## config.mk

```make
export PLATFORM = sky130hd
export DESIGN_NAME = psd_finish
export DESIGN_NICKNAME = d
export VERILOG_FILES = /design/src/sv/psd_pkg.sv /design/src/sv/psd_finish.sv
export VERILOG_INCLUDE_DIRS = /design/src /design/src/sv
export SDC_FILE = /design/constraint.sdc
export NUM_CORES = 2
export LEC_CHECK = 0
export BUFFER_PORTS_ARGS = -buffer_cell sky130_fd_sc_hd__buf_2
export CAP_MARGIN = 30
export CORE_ASPECT_RATIO = 0.7
export CORE_MARGIN = 10
export CORE_UTILIZATION = 60
export DETAILED_ROUTE_END_ITERATION = 12
export PLACE_DENSITY = 0.83
export SLEW_MARGIN = 5
export SYNTH_ARGS = -nofsm -noshare
export SYNTH_HDL_FRONTEND = slang
export SYNTH_SLANG_ARGS = --single-unit
```

## constraint.sdc

```tcl
create_clock -name clk -period 11.2 [get_ports clk]
set_clock_uncertainty 0.1 [all_clocks]
set_input_delay 0.56 -clock clk [delete_from_list [all_inputs] [get_ports clk]]
set_output_delay 0.56 -clock clk [all_outputs]
set_load 0.01 [all_outputs]
```

## src/sv/assert_macros.svh

```systemverilog
// Assertion macros shared by the point/segment distance RTL.
// No dependencies; define NO_ASSERTIONS to compile them out.
`ifndef ASSERT_MACROS_SVH
`define ASSERT_MACROS_SVH
`ifndef NO_ASSERTIONS
// Plain property checked on every rising edge outside reset.
`define ASSERT_CLK(lbl, clk, rst_n, prop) \
    lbl: assert property (@(posedge clk) disable iff (!rst_n) (prop)) \
        else $error("%m: assertion failed");
// Same-cycle implication.
`define ASSERT_IMPLY(lbl, clk, rst_n, ante, cons) \
    lbl: assert property (@(posedge clk) disable iff (!rst_n) (ante) |-> (cons)) \
        else $error("%m: assertion failed");
`else
`define ASSERT_CLK(lbl, clk, rst_n, prop)
`define ASSERT_IMPLY(lbl, clk, rst_n, ante, cons)
`endif
`endif

```

## src/sv/psd_pkg.sv

```systemverilog
// Package for the point/segment squared distance pipeline.
// Holds the projection-kind codes and fixed output widths; no dependencies.
package psd_pkg;

    // How the projection parameter t is formed for one word
    typedef enum logic [1:0] {
        TK_DIV  = 2'd0,   // 0 < dot < len: t from the divider
        TK_ZERO = 2'd1,   // zero length or at/behind start: t = 0
        TK_FULL = 2'd2    // at or beyond end: t = 1.0
    } tkind_t;

    localparam int DIST_BITS   = 36;
    localparam int OUT_TDATA_W = ((DIST_BITS + 7) / 8) * 8;

endpackage

```

## src/sv/psd_finish.sv

```systemverilog
// Back end: t select, closest-point offsets, squares and final sum (output register).
// Depends on psd_pkg and assert_macros.svh.
`include "assert_macros.svh"

module psd_finish #(
    parameter int COORD_BITS = 16,
    parameter int FRAC_BITS  = 14
) (
    input  logic                              clk,
    input  logic                              rst_n,
    input  logic                              en,
    input  logic                              in_valid,
    input  psd_pkg::tkind_t                   in_kind,
    input  logic [FRAC_BITS-1:0]              in_quo,
    input  logic signed [COORD_BITS:0]        in_d [3],
    input  logic signed [COORD_BITS:0]        in_w [3],
    output logic                              out_valid,
    output logic [psd_pkg::DIST_BITS-1:0]     out_dist
);

    localparam int DW   = COORD_BITS + 1;
    localparam int TW   = FRAC_BITS + 1;
    localparam int MW   = DW + TW + 1;
    localparam int DFW  = COORD_BITS + 3;
    localparam int SQW  = 2 * DFW;
    localparam int ACCW = SQW + 2;
    localparam logic signed [DFW-1:0] DIFF_MAX = {2'b01, {(COORD_BITS + 1){1'b0}}};
    localparam logic signed [DFW-1:0] DIFF_MIN = {2'b11, {(COORD_BITS + 1){1'b0}}};

    logic [TW-1:0]         t_sel;
    // F1
    logic                  v1_reg;
    logic signed [MW-1:0]  prod1_reg [3];
    logic signed [DW-1:0]  w1_reg [3];
    // F2
    logic                  v2_reg;
    logic signed [DFW-1:0] diff2_reg [3];
    logic signed [DFW-1:0] diff2_next [3];
    // F3
    logic                  v3_reg;
    logic [SQW-1:0]        sq3_reg [3];
    logic [SQW-1:0]        sq3_next [3];
    // output
    logic                           v4_reg;
    logic [psd_pkg::DIST_BITS-1:0]  dist_reg;
    logic [ACCW-1:0]                acc;

    always_comb
    begin
        case (in_kind)
            psd_pkg::TK_DIV:  t_sel = {1'b0, in_quo};
            psd_pkg::TK_FULL: t_sel = {1'b1, {FRAC_BITS{1'b0}}};
            psd_pkg::TK_ZERO: t_sel = '0;
            default:          t_sel = '0;
        endcase
    end

    always_comb
    begin
        logic signed [MW-1:0]  shifted;
        logic signed [SQW-1:0] sq_s;
        shifted = '0;
        sq_s    = '0;
        for (int i = 0; i < 3; i++)
        begin
            // floor shift of d*t, then (start + that) - point == that - w
            shifted       = prod1_reg[i] >>> FRAC_BITS;
            diff2_next[i] = DFW'(shifted) - DFW'(w1_reg[i]);
            sq_s          = diff2_reg[i] * diff2_reg[i];
            sq3_next[i]   = unsigned'(sq_s);
        end
        acc = ACCW'(sq3_reg[0]) + ACCW'(sq3_reg[1]) + ACCW'(sq3_reg[2]);
    end

    always_ff @(posedge clk or negedge rst_n)
    begin
        if (!rst_n)
        begin
            v1_reg <= 1'b0;
            v2_reg <= 1'b0;
            v3_reg <= 1'b0;
            v4_reg <= 1'b0;
        end
        else if (en)
        begin
            v1_reg <= in_valid;
            v2_reg <= v1_reg;
            v3_reg <= v2_reg;
            v4_reg <= v3_reg;
        end
    end

    always_ff @(posedge clk)
    begin
        if (en)
        begin
            for (int i = 0; i < 3; i++)
            begin
                prod1_reg[i] <= in_d[i] * $signed({1'b0, t_sel});
                w1_reg[i]    <= in_w[i];
                diff2_reg[i] <= diff2_next[i];
                sq3_reg[i]   <= sq3_next[i];
            end
            dist_reg <= psd_pkg::DIST_BITS'(acc);
        end
    end

    assign out_valid = v4_reg;
    assign out_dist  = dist_reg;

    // offset to the closest point never exceeds two coordinate spans
    for (genvar g = 0; g < 3; g++)
    begin : g_diff_chk
        `ASSERT_IMPLY(a_diff_range, clk, rst_n, v2_reg, diff2_reg[g] <= DIFF_MAX && diff2_reg[g] >= DIFF_MIN)
    end

endmodule

```

# Word-level counts from Yosys, hierarchy flattened
# Memories as Yosys holds them, arrays and structs flattened.
# Index checks and enable logic that the tools add are counted.
# classes
bitwise	0
magnitude_cmp	0
mux	3
shift	0
add_sub_neg	5
multipliers	6
reduce_logical	1
n_div	0
n_eq_ne	1
# ops
op	n
19-bit by 19-bit multiplier with 38-bit output	3
17-bit by 16-bit multiplier with 33-bit output	3
36-bit adder	2
19-bit by 17-bit subtractor with 19-bit output	3
15-bit case mux with 2 select lines	1
2-bit == test, second input constant	1
2-bit zero test	1
1-bit two-way mux	2
# totals
output_inout_bits	37
ram_bits	321
input_bits	122
rom_bits	0
regBits	40
mem_count	4
latch_bits	0
# mem_list
name	depth	width	read_ports	rd_ports_with_merged_regs	write_ports	line_no	source
sq3_reg	3	38	3	0	3	psd_finish.sv:41	logic [SQW-1:0] sq3_reg [3];
prod1_reg	3	33	3	0	3	psd_finish.sv:33	logic signed [MW-1:0] prod1_reg [3];
diff2_reg	3	19	3	0	3	psd_finish.sv:37	logic signed [DFW-1:0] diff2_reg [3];
w1_reg	3	17	3	0	3	psd_finish.sv:34	logic signed [DW-1:0] w1_reg [3];

# Logic depth before layout (Yosys ltp)
# logic_depth
depth_word	3
ltp_mapped	29

# Worst setup path after synthesis
# No wires, ideal clock.
# synth_timing
path_kind	input-to-reg
from	input port in_kind[1]
to	memory prod1_reg[0][98] (netlist name) (data pin)
setup_slack_ns	3.958
stages	26
arrival_ns	6.876
path_cell_list	nor2_1 > clkbuf_1 > and2_1 > clkbuf_1 > clkbuf_1 > nand2_1 > fa_1 > fa_1 > fa_1 > inv_1 > fa_1 > fa_1 > inv_1 > fa_1 > inv_1 > ha_1 > a21oi_1 > o21ai_0 > a22o_1 > o31ai_1 > a211oi_2 > nor2_1 > o22ai_2 > o41ai_2 > mux2i_1 > nand4_1
# synth_lines
item	line_no	source
from (decl)	psd_finish.sv:13	input psd_pkg::tkind_t in_kind,
to (decl)	psd_finish.sv:33	

==> impl_metrics.py <==
metrics = {
    "global_route": {
        "grt_pass1_wl_mm": 311,
        "grt_overflow": 0,
        "grt_max_degree": 147,
        "track_usage_pct": 26.8,
        "grt_pass1_vias": 59764,
        "antenna_found_initial": 4,
    },
    "sta": {
        "layout_min_cycle_time_ps": 8560,
        "tightest_slew_ps": 1050,
        "tns_ps": 0,
        "fmax_ghz": 0.117,
        "drv_slew": 0,
        "hold_violations": 0,
        "setup_viol_count_final": 0,
        "rsz0062_at_grt": "false",
        "post-route-period-util_pct": 76.4,
        "max_slew_margin_pct": 30.0,
    },
    "drt": {
        "drc_errors": 0,
        "drt_iter0_drc": 4313,
        "wl_per_cell_um": 19.6,
        "vias": 53119,
        "dr.pass1.iters": 6,
        "drt_wl_total_mm": 187,
        "antenna_left": 0,
        "routed_via_density": 5.58,
    },
    "setup_path": {
        "rr_worst_depth": 24,
        "r2r_slack_ps": 3120,
        "crit_path_end_kind": "flip-flop",
        "path_max_fanout": 127,
        "cp_slowest_cell": "buf_4",
        "rr_startpoint": "diff2_reg[0][3]$_DFFE_PP_",
        "critPathMaxStageDelay_ps": 850,
        "start_kind": "input port",
        "r2r_end": "sq3_reg[0][34]$_DFFE_PP_",
        "critPathKind": "input port to flip-flop",
        "worst_path_most_repeated_cell": "fa_1",
        "required_ps": 11480,
        "path_depth": 26,
        "path_buf_inv": 7,
        "critical-path-top-delay-family": "adder cells",
        "cp.arrival_ps": 8840,
    },
    "final_layout": {
        "instances_no_fill": 9527,
        "drive_gt1_share_pct": 4.14,
        "nets": 10356,
        "final_util_pct": 64.2,
        "multi_input_area_sq_mm": 0.0590,
        "fillerInstances": 9577,
        "seq_area_sq_mm": 0.00929,
        "syn2layout_area_growth_pct": 5.67,
        "largest_register_ffs": 105,
    },
    "die": {
        "rows": 109,
        "dieWidth_um": 449,
        "die_h_um": 320,
        "dieArea_sq_mm": 0.144,
        "core-area_sq_mm": 0.127,
        "pin_count": 159,
        "initial_core_util_pct": 60.8,
    },
    "cts": {
        "cts_buffers": 40,
        "cts_buffer_depth": 3,
        "cts_root_buf": "clkbuf_16",
        "cts_resized": 0,
        "path_clk_slew_ps": 70,
        "cts_tree": "built",
        "cts_max_level": 2,
        "clk_latency_ps": 640,
        "clock_sinks": 310,
    },
    "synth": {
        "netlist_area_sq_mm": 0.0771,
        "synth_edf_count": 306,
        "syn_inst": 7732,
        "ys_seq_area_share_pct": 12.0,
        "synth-seq-cells": 310,
        "synth_flop_cell": "edfxtp_1",
        "ys_types": 85,
        "yosysWarnings": 0,
        "avgSynthCellArea_sq_um": 9.98,
        "async_flop_share_pct": 1.29,
    },
    "hold_path": {
        "holdPathEnd": "w1_reg[0][33]$_DFFE_PP_",
        "hold_path.class": "input port to flip-flop",
        "worstHoldPathCells": 1,
        "min-delay-start": "in_w[33]",
    },
    "placement": {
        "portBuffers": 158,
        "dp_cells": 9403,
        "gp_congestion": 0.943,
        "post-dp-hpwl_mm": 152,
    },
    "status": {
        "status": "complete, no violations",
    },
    "job": {
        "cap_violations": 0,
    },
}
metal layers:
layer	vias up	part of all wire, %	track usage, %
li1	23188	-	-
met1	26796	40	36.4
met2	2670	46	42.6
met3	459	11	6.37
met4	6	3.7	8.90
met5	-	0.021	0
layout make-up:
cell class | instances | area share, %
Sequential cell | 310 | 11.4
Inverter | 2092 | 9.63
Clock inverter | 30 | 0.438
Multi-Input combinational cell | 5072 | 72.4
Tap cell | 1720 | 2.64
Antenna cell | 1 | 0.00307
Timing Repair Buffer | 259 | 2.21
Clock buffer | 43 | 1.24
logic make-up after synthesis:
group	count (synthesis)	share of synthesized area, %
mux	9	0.123
xor+xnor	294	3.34
buf+inv	2352	11.4
simple gates	1800	11.4
fa+ha+maj	2459	57.2
other cells	1	0.00486
compound gates	507	4.41
flops	310	12.0
synth_stat cells, drive strengths merged, types with 7 or more instances:
cell type	number	area share [%]
inv	2090	10
fa	1782	46
nand2	776	3.8
ha	677	11
and2	306	2.5
edfxtp	306	12
and3	280	2.3
clkbuf	257	1.3
xnor2	222	2.5
nor2	186	0.91
a21oi	146	0.95
o21ai	91	0.59
xor2	72	0.82
nor2b	67	0.54
a21o	62	0.60
nor3	52	0.35
o21a	41	0.40
nand2b	37	0.30
nand3	37	0.24
a211oi	29	0.29
o21bai	24	0.23
a31oi	20	0.19
or3	16	0.13
o211ai	14	0.15
o31ai	13	0.16
nor4	9	0.073
or2	9	0.076
nand4	8	0.065
a211o	7	0.079
a21boi	7	0.068
layout by cell type (no fill, tap or decap), types with 66 or more instances in the layout:
master    synthesis  final
o21ai_0          76     76
fa_1           1782   1782
a21oi_1         145    145
nor2_1          186    185
and3_1          280    280
xor2_1           72     72
edfxtp_1        306    306
buf_2             1    157
nand2_1         776    776
ha_1            677    677
and2_1          305    306
nor2b_1          67     66
xnor2_1         222    222
inv_1          2090   2090
timing repair:
item	in CTS	in global routing
hold buffers	47	0
endpoints found under the setup margin	0	0
buffers inserted	0	0
endpoints found under the hold margin	50	0
how the worst max path moves through the flow:
stage	slack (ps)	to	start
finish	2640	prod1_reg[0][98]$_DFFE_PP_	in_kind[1]
detailed placement	2260	prod1_reg[0][98]$_DFFE_PP_	in_kind[1]
global route	2270	prod1_reg[0][98]$_DFFE_PP_	in_kind[1]
global placement	2460	prod1_reg[0][98]$_DFFE_PP_	in_kind[1]
CTS	2930	prod1_reg[0][98]$_DFFE_PP_	in_kind[1]
floorplan	3960	prod1_reg[0][98]$_DFFE_PP_	in_kind[1]
metrics by stage:
step	setup slack, ps	hold WS, ps	area, sq um
detailed placement	2260	268	79600
floorplan	3960	164	77100
global placement	2460	264	79500
CTS	2930	0.474	81400
global route	2270	20.2	81500
finish	2640	33.4	81500
Power is not shown: default switching activity piles up to over one toggle a cycle in this logic, so the estimate is an artifact.
