### src/sv/assert_macros.svh
// Assertion macros shared by the point/segment distance RTL.
// No dependencies; define NO_ASSERTIONS to compile them out.
`ifndef ASSERT_MACROS_SVH
`define ASSERT_MACROS_SVH
`ifndef NO_ASSERTIONS
// Plain property checked on every rising edge outside reset.
`define ASSERT_CLK(lbl, clk, rst_n, prop) \
    lbl: assert property (@(posedge clk) disable iff (!rst_n) (prop)) \
        else $error("%m: assertion failed");
// Same-cycle implication.
`define ASSERT_IMPLY(lbl, clk, rst_n, ante, cons) \
    lbl: assert property (@(posedge clk) disable iff (!rst_n) (ante) |-> (cons)) \
        else $error("%m: assertion failed");
`else
`define ASSERT_CLK(lbl, clk, rst_n, prop)
`define ASSERT_IMPLY(lbl, clk, rst_n, ante, cons)
`endif
`endif

### src/sv/psd_div_step.sv
// One restoring-divider step: one quotient bit per register stage.
// Depends on assert_macros.svh.
`include "assert_macros.svh"

module psd_div_step #(
    parameter int RW  = 35,
    parameter int QW  = 14,
    parameter int SBW = 104
) (
    input  logic           clk,
    input  logic           rst_n,
    input  logic           en,
    input  logic           in_valid,
    input  logic [RW-1:0]  in_rem,
    input  logic [RW-1:0]  in_den,
    input  logic [QW-1:0]  in_quo,
    input  logic [SBW-1:0] in_side,
    output logic           out_valid,
    output logic [RW-1:0]  out_rem,
    output logic [RW-1:0]  out_den,
    output logic [QW-1:0]  out_quo,
    output logic [SBW-1:0] out_side
);

    logic           valid_reg;
    logic [RW-1:0]  rem_reg;
    logic [RW-1:0]  rem_next;
    logic [RW-1:0]  den_reg;
    logic [QW-1:0]  quo_reg;
    logic [QW-1:0]  quo_next;
    logic [SBW-1:0] side_reg;
    logic [RW-1:0]  shifted;
    logic           ge;

    always_comb
    begin
        shifted  = {in_rem[RW-2:0], 1'b0};
        ge       = shifted >= in_den;
        rem_next = ge ? shifted - in_den : shifted;
        quo_next = {in_quo[QW-2:0], ge};
    end

    always_ff @(posedge clk or negedge rst_n)
    begin
        if (!rst_n)
        begin
            valid_reg <= 1'b0;
        end
        else if (en)
        begin
            valid_reg <= in_valid;
        end
    end

    always_ff @(posedge clk)
    begin
        if (en)
        begin
            rem_reg  <= rem_next;
            den_reg  <= in_den;
            quo_reg  <= quo_next;
            side_reg <= in_side;
        end
    end

    assign out_valid = valid_reg;
    assign out_rem   = rem_reg;
    assign out_den   = den_reg;
    assign out_quo   = quo_reg;
    assign out_side  = side_reg;

    // partial remainder stays below the divisor
    `ASSERT_IMPLY(a_rem_bound, clk, rst_n, valid_reg, rem_reg < den_reg || den_reg == '0)

endmodule

### config.mk
export PLATFORM = sky130hd
export DESIGN_NAME = psd_div_step
export DESIGN_NICKNAME = d
export VERILOG_FILES = /design/src/sv/psd_div_step.sv
export VERILOG_INCLUDE_DIRS = /design/src /design/src/sv
export SDC_FILE = /design/constraint.sdc
export NUM_CORES = 1
export LEC_CHECK = 0
export BUFFER_PORTS_ARGS = -buffer_cell sky130_fd_sc_hd__buf_2
export CAP_MARGIN = 20
export CORE_AREA = 4 4 144 146
export CTS_CLUSTER_DIAMETER = 200
export DETAILED_ROUTE_END_ITERATION = 8
export DIE_AREA = 0 0 148 150
export PLACE_DENSITY = 0.73
export SYNTH_ARGS = -nofsm -noshare
export SYNTH_HDL_FRONTEND = slang
export SYNTH_SLANG_ARGS = --single-unit
### constraint.sdc
create_clock -name clk -period 1.65 [get_ports clk]
set_clock_uncertainty 0.05 [all_clocks]
set_input_delay 0.33 -clock clk [delete_from_list [all_inputs] [get_ports clk]]
set_output_delay 0.33 -clock clk [all_outputs]
set_load 0.05 [all_outputs]
# Word-level counts from Yosys, hierarchy flattened
# Cells that the tools add are included.
dict set report totals {
  inputBits 192
  output_inout_bits 189
  elab_cells 9
  reg_bits 189
}
dict set report classes {
  magnitude_cmp 1
  mux 1
  n_addsub 1
}
# cell count
set op_table {}
lappend op_table {{>= comparator 35 bit} 1}
lappend op_table {{2-to-1 mux 35 bit} 1}
lappend op_table {{subtractor 35 bit} 1}

# Longest topological paths before layout
# Gate-level depths: netlist of the first run.
dict set report depth {
  word_depth 2
  depth_mapped 13
  depth_no_buf 10
}

# Worst setup path after synthesis of the first run
# Ideal clock, no wire load.
dict set report synth_timing {
  path_type {input port to flip-flop}
  startpoint {input port in_den[0]}
  endpoint {register rem_reg[28] (netlist: out_rem[28]), data pin}
  cell_stages 10
  required_ns 1.340
  setup_time_ns 0.260
  path_buffers 0
  slack_ns -1.091
  t_arrival_ns 2.431
  cell_sequence {inv_1 > fa_1 > a211oi_1 > o211ai_1 > a31o_2 > a221o_1 > a21oi_1 > o21ai_0 > xor2_1 > mux2_4}
}
dict set report synth_between {
  elab_chain_cells 2
  elab_cells_between_ends 3
  classes_between {add/sub (1); order compare (1); mux (1)}
}
# item line_no
set synth_rtl {}
lappend synth_rtl {{start: declaration} psd_div_step.sv:15} ;# input logic [RW-1:0] in_den,
lappend synth_rtl {{subtractor 35 bit or >= comparator 35 bit (tied branches)} {psd_div_step.sv:39, psd_div_step.sv:38}}
lappend synth_rtl {{2-to-1 mux 35 bit *} psd_div_step.sv:39} ;# rem_next = ge ? shifted - in_den : shifted;
lappend synth_rtl {{net rem_next[28]} psd_div_step.sv:27} ;# logic [RW-1:0] rem_next;
lappend synth_rtl {{end signal: assignment} psd_div_step.sv:59} ;# rem_reg <= rem_next;
lappend synth_rtl {{end: declaration} psd_div_step.sv:26} ;# logic [RW-1:0] rem_reg;
# The timed path passes the listed nets; every way through them passes the cells marked *.
# A chain may end at the register's enable or synchronous reset.

# Worst setup path in the final report of the first run
dict set report layout_timing {
  startpoint {input port in_den[3]}
  endpoint {register rem_reg[23] (netlist: out_rem[23]), data pin}
}
# Same word-level chain as after synthesis.

==> results.cfg, run 1 <==
[status]
outcome = finished with violations
violations = negative setup slack

[clock_tree]
ctsHtreeMaxLevel = 4
cts_max_path_buffers = 2
path_clk_slew_ps = 80
cts_sinks = 189
cts_buffers = 17
cts_root_buf = clkbuf_16
clock_latency_ps = 430
cts_tree = built

[worst_hold_path]
min-delay-start = in_side[33]
hold_depth = 1
hold-path-endpoint = out_side[33]
holdCritPathClass = in2reg

[floorplan]
core_um2 = 19400
initial_utilization_pct = 42.21
die_h_um = 150
io-pin-count = 381
dieArea_um2 = 22200
fp.dieW_um = 148
fp-row-count = 51

[synth]
syn_nets = 791
syn-cell-area_um2 = 8188
synth_flop_cell = edfxtp_1
synth_edf_count = 188
syn_inst = 563
synthTopCellsByCount = edfxtp_1, a21oi_1, nor2_1, inv_1, ha_1
yosys.cell_count.top_type = edfxtp_1
synth_top_cell_by_area = edfxtp_1
synth_area_leaders = edfxtp_1, ha_1, a21oi_1, mux2_4, nor2_1
ys_ff_latch = 189
seq_area_frac_synth_pct = 69.25
synth_async_sr_flop_share_pct = 0.5291
avgSynthCellArea_um2 = 14.54
synth_warnings = 0
synth_top_area_share_pct = 68.95
synth_cell_type_count = 55

[layout]
stdcell_count = 1414
seqCellArea_um2 = 5670
multi_input_area_um2 = 2894
drive_gt1_share_pct = 59.90
layout-area-overhead-vs-synth_pct = 61.51
nNetsFinal = 1362
num-fill-cells = 1434

[run]
max_cap_violations = 0

[timing]
worst_pin_slew_ps = 455.0
max_freq_ghz = 0.4051
fin_crit_sh_pct = 149.6
finalHoldViolCount = 0
setup_violations = 36
grt_setup_unrepaired = yes
holdWs_ps = 19.66
fin_crit_ps = 2469
layout_setup_ws_ps = -818.7
fin_setup_tns_ps = -27280
slew_headroom_pct = 69.27
finalMaxSlewViolations = 0

[setup_path]
crit_arrival_ps = 2600
crit_chain = buf_8, inv_4, ha_4, buf_4, o211ai_4, a21oi_4, o211ai_4, o311ai_4, o41a_4, a211o_4, buf_12, mux2_4
regToRegStartpoint = out_valid
start_kind = input pin
max_stage_delay_ps = 420
cp.buffers_inverters = 4
critical-path-top-delay-family = compound AO/OA/AOI/OAI gates
ff2ff_setup_slack_ps = 850
reg2regPathDepth = 1
cp_max_fo = 8
cpMostUsedCell = o211ai_4
worstSetupPathType = in2reg
cp.required_ps = 1780
crit_path_end_kind = flop
slowest_stage = a211o_4
r2r-end = out_valid

[routing]
routed-via-count = 7077
drcViolationCount = 0
wl_per_cell_um = 20.42
viasPerCell = 5.005
detail-route-antenna-nets = 0
drtIter0Drc = 402
dr.pass1.iters = 6
wl_um = 28880

[grt]
grt_pass1_vias = 7020
grt_pass1_wl_um = 40540
overflow = 0
grt_util_all_layers_pct = 24.39
grt_max_degree = 36
antenna_found_initial = 10

[placed_design]
port_buffers = 378
place.gp.congestion = 0.9024
place_inst = 1335
hpwl_um = 21920

[power_and_ir_drop]
vdd_drop_max_mv = 0.6959
powerDensity_nw_per_um2 = 1094
leakage_nw = 5.866
cell type report:
| class | instances | share of cell area [%] |
|---|---|---|
| antenna | 2 | 0.03785 |
| clock buffer | 18 | 3.245 |
| clock inverter | 14 | 1.268 |
| inverter | 40 | 1.211 |
| multi-input combinational | 326 | 21.88 |
| sequential | 189 | 42.88 |
| tap | 265 | 2.507 |
| timing repair buffer | 560 | 26.97 |
worst max-delay path by stage:
stage                   start           to  slack, ps  cells after the start
finish              in_den[3]  out_rem[23]       -820                     12
global route        in_den[3]  out_rem[34]       -870                     13
detailed placement  in_den[0]  out_rem[28]      -1440                     11
CTS                 in_den[1]  out_rem[28]       -870                     11
floorplan           in_rem[3]  out_rem[12]       -990                      9
global placement    in_den[0]  out_rem[28]      -1370                     11
metrics by stage:
stage                     setup WS [ps]  utilization, %  power (mW)  cell area (um^2)
final                            -818.7           68.17       14.47             13220
after global routing             -874.4           68.14       14.99             13220
after global placement            -1375           59.82       9.924             11600
after detailed placement          -1435           59.82       9.976             11600
after CTS                        -872.1           66.16       14.38             12830
after floorplan                  -986.5               -       8.511              8317
where the power goes:
part,switching (mW),internal (mW)
Sequential,0.106,5.78
Clock,2.04,2.06
Combinational,2.91,1.57
Total,5.06,9.42
state kept, by name, summed over array words and instances, names as in the netlist:
signal     count
out_rem       35
out_den       35
out_valid      1
out_quo       14
out_side     104
kinds of logic (layout without fill, tap and decap cells):
| family | count (synthesis) | count (layout) | synth area share [%] |
|---|---|---|---|
| flip-flops | 189 | 189 | 69.25 |
| AND/OR/NAND/NOR | 108 | 108 | 6.113 |
| adder cells (fa/ha/maj) | 36 | 36 | 5.593 |
| other | 0 | 2 | 0 |
| buffers and inverters | 48 | 632 | 2.674 |
| AO/OA/AOI/OAI | 141 | 141 | 11.11 |
| multiplexers | 12 | 12 | 2.155 |
| XOR/XNOR | 29 | 29 | 3.102 |
placed cells by master, fill, tap and decap left out, types with 10 or more instances in the layout:
master,count
a21oi_2,19
buf_4,144
mux2_4,11
dlygate4sd3_1,18
nor2_1,18
o21ai_0,16
xor2_1,12
buf_2,370
edfxtp_1,188
nand2_1,22
clkbuf_16,17
inv_1,33
ha_1,20
buf_12,10
a21oi_1,36
xnor2_1,17
nor2_4,17
a21o_1,10
buf_6,11
ha_4,12
routing by layer:
| layer | vias up | routed length, um | part of all wire [%] | track usage (%) |
|---|---|---|---|---|
| met3 | 60 | 2084 | 7.2 | 6.541 |
| li1 | 3294 | - | - | - |
| met4 | 10 | 814 | 2.8 | 8.176 |
| met2 | 282 | 15020 | 52 | 43.14 |
| met1 | 3431 | 10890 | 38 | 28.90 |
| met5 | - | 74 | 0.26 | 0 |
what timing repair did:
item                       4_1_cts  5_1_grt
hold endpoints to repair         7       11
gates cloned                     3        0
buffers inserted                13       13
hold buffers                     7       11
pin swaps                       25       22
gates resized for setup         95       46
setup endpoints to repair       36       36
Power figures use the tool's default switching activity.
==> run 2: changes to the inputs <==
--- a/config.mk
+++ b/config.mk
@@ -12,7 +12,9 @@
 export CTS_CLUSTER_DIAMETER = 200
 export DETAILED_ROUTE_END_ITERATION = 8
 export DIE_AREA = 0 0 148 150
-export PLACE_DENSITY = 0.73
+export GPL_ROUTABILITY_DRIVEN = 0
+export GPL_TIMING_DRIVEN = 0
+export PLACE_DENSITY = 0.84
 export SYNTH_ARGS = -nofsm -noshare
 export SYNTH_HDL_FRONTEND = slang
 export SYNTH_SLANG_ARGS = --single-unit
==> run 2 against run 1 <==
  * The flow still finishes with violations (negative setup slack)
  * Worst setup slack got worse by 90 ps
  * Hold slack got worse by 1.6 ps
  * Maximum frequency decreased by 3.5%
  * First-iteration DRC count increased by 2.7%
  * Global-route usage increased by 0.87 points
  * Sequential power about the same
  * Flip-flop and latch count unchanged
  * Largest power group unchanged
  * Highest routed layer unchanged
==> results.cfg, run 2 (synthesized netlist as in run 1, its figures left out) <==
[power_and_ir_drop]
leakage_nw = 5.476
powerDensity_nw_per_um2 = 1121
vdd_drop_max_mv = 0.7088

[floorplan]
fp.dieW_um = 148
die_h_um = 150
core_um2 = 19400
initial_utilization_pct = 42.21
dieArea_um2 = 22200
fp-row-count = 51
io-pin-count = 381

[timing]
layout_setup_ws_ps = -908.7
fin_crit_ps = 2559
slew_headroom_pct = 57.09
fin_crit_sh_pct = 155.1
fin_setup_tns_ps = -28580
worst_pin_slew_ps = 643.7
finalHoldViolCount = 0
grt_setup_unrepaired = yes
finalMaxSlewViolations = 0
setup_violations = 36
max_freq_ghz = 0.3908

[setup_path]
crit_path_end_kind = flop
cp.required_ps = 1780
critical-path-top-delay-family = compound AO/OA/AOI/OAI gates
worstSetupPathType = in2reg
max_stage_delay_ps = 400
slowest_stage = fa_2
crit_chain = buf_8, inv_6, fa_2, a211oi_2, o211ai_1, a31o_2, buf_6, a221oi_4, o31a_1, buf_4, xor2_1, a21oi_2
start_kind = input pin
crit_arrival_ps = 2680
cp_max_fo = 3
cp.buffers_inverters = 4

[clock_tree]
cts_max_path_buffers = 2
cts_root_buf = clkbuf_16
path_clk_slew_ps = 80
cts_sinks = 189
clock_latency_ps = 420
cts_buffers = 17
cts_tree = built
ctsHtreeMaxLevel = 4

[layout]
final_cell_mix = buf_2, edfxtp_1, dlygate4sd3_1
largest_reg_flops = 104
drive_gt1_share_pct = 55.99
utilization_pct = 66.47
nNetsFinal = 1284
final_common_cell = buf_2
stdcell_count = 1338
num-fill-cells = 1382
layout-area-overhead-vs-synth_pct = 57.49

[routing]
wl_um = 30720
routed-via-count = 7087
drtIter0Drc = 413
detail-route-antenna-nets = 0
wl_per_cell_um = 22.96
dr.pass1.iters = 5
drcViolationCount = 0
viasPerCell = 5.297

[status]
outcome = finished with violations
violations = negative setup slack

[grt]
met3_usage_pct = 9.449
grt.met1_usage_pct = 28.39
gr-usage-met2_pct = 43.30
overflow = 0
grt_busiest_layer = met2
grt_pass1_wl_um = 41280
grt_pass1_vias = 6822
antenna_found_initial = 13
grt_max_degree = 123
grt_util_all_layers_pct = 25.26

[placed_design]
port_buffers = 378
hpwl_um = 21330
pre_cts_ws_ps = -1661
place_inst = 1207

[run]
max_cap_violations = 0

[worst_hold_path]
holdCritPathClass = in2reg
-- run 2: worst paths after layout --
kind / startpoint / cells past startpoint / to / slack [ps]
worst min-delay path: in_side[16] / 1 / out_side[16] / 20
worst max-delay path: in_den[1] / 12 / out_rem[20] / -910
min in group asynchronous: rst_n / 2 / out_valid / 150
worst min register to register: out_valid / 1 / out_valid / 470
worst max register to register: out_valid / 1 / out_valid / 850
max in group asynchronous: rst_n / 2 / out_valid / 1320
-- run 2: metal layers --
metal / part of all wire, % / wire length [um] / vias to the layer above
li1: - / - / 3129
met1: 36 / 10960 / 3471
met2: 50 / 15340 / 386
met3: 9.6 / 2948 / 91
met4: 4.6 / 1409 / 10
met5: 0.20 / 62 / -
-- run 2: cell type report --
type / instances / area [um^2] / share of cell area [%]
Antenna cell: 5 / 12.51 / 0.09703
Buffer: 6 / 111.4 / 0.8636
Clock buffer: 17 / 425.4 / 3.299
Clock inverter: 14 / 172.7 / 1.339
Inverter: 40 / 165.2 / 1.281
Multi-Input combinational cell: 326 / 3005 / 23.31
Sequential cell: 189 / 5670 / 43.97
Tap cell: 265 / 331.6 / 2.571
Timing Repair Buffer: 476 / 3000 / 23.27
-- run 2: power by group --
part	switching (mW)	leakage, nW	internal (mW)
Sequential	0.113	1.85	5.79
Combinational	2.96	3.33	1.47
Clock	2.08	0.289	2.05
-- run 2: what timing repair did --
| item | in CTS | in global routing |
|---|---|---|
| hold buffers | 22 | 26 |
| pin swaps | 12 | 31 |
| gates resized for setup | 121 | 74 |
| setup buffers | 29 | 19 |
| cloned | 5 | 0 |
| endpoints found under the hold margin | 22 | 26 |
| endpoints found under the setup margin | 36 | 36 |
-- run 2: per-stage QoR --
| stage | hold WS, ps | cell area (um^2) | total power [mW] |
|---|---|---|---|
| finish | 18.03 | 12890 | 14.46 |
| detailed placement | 55.13 | 10580 | 9.596 |
| global placement | 54.75 | 10540 | 9.550 |
| global route | -3.745 | 12880 | 14.94 |
| CTS | 0.3615 | 12280 | 14.25 |
| floorplan | -15.59 | 8317 | 8.511 |
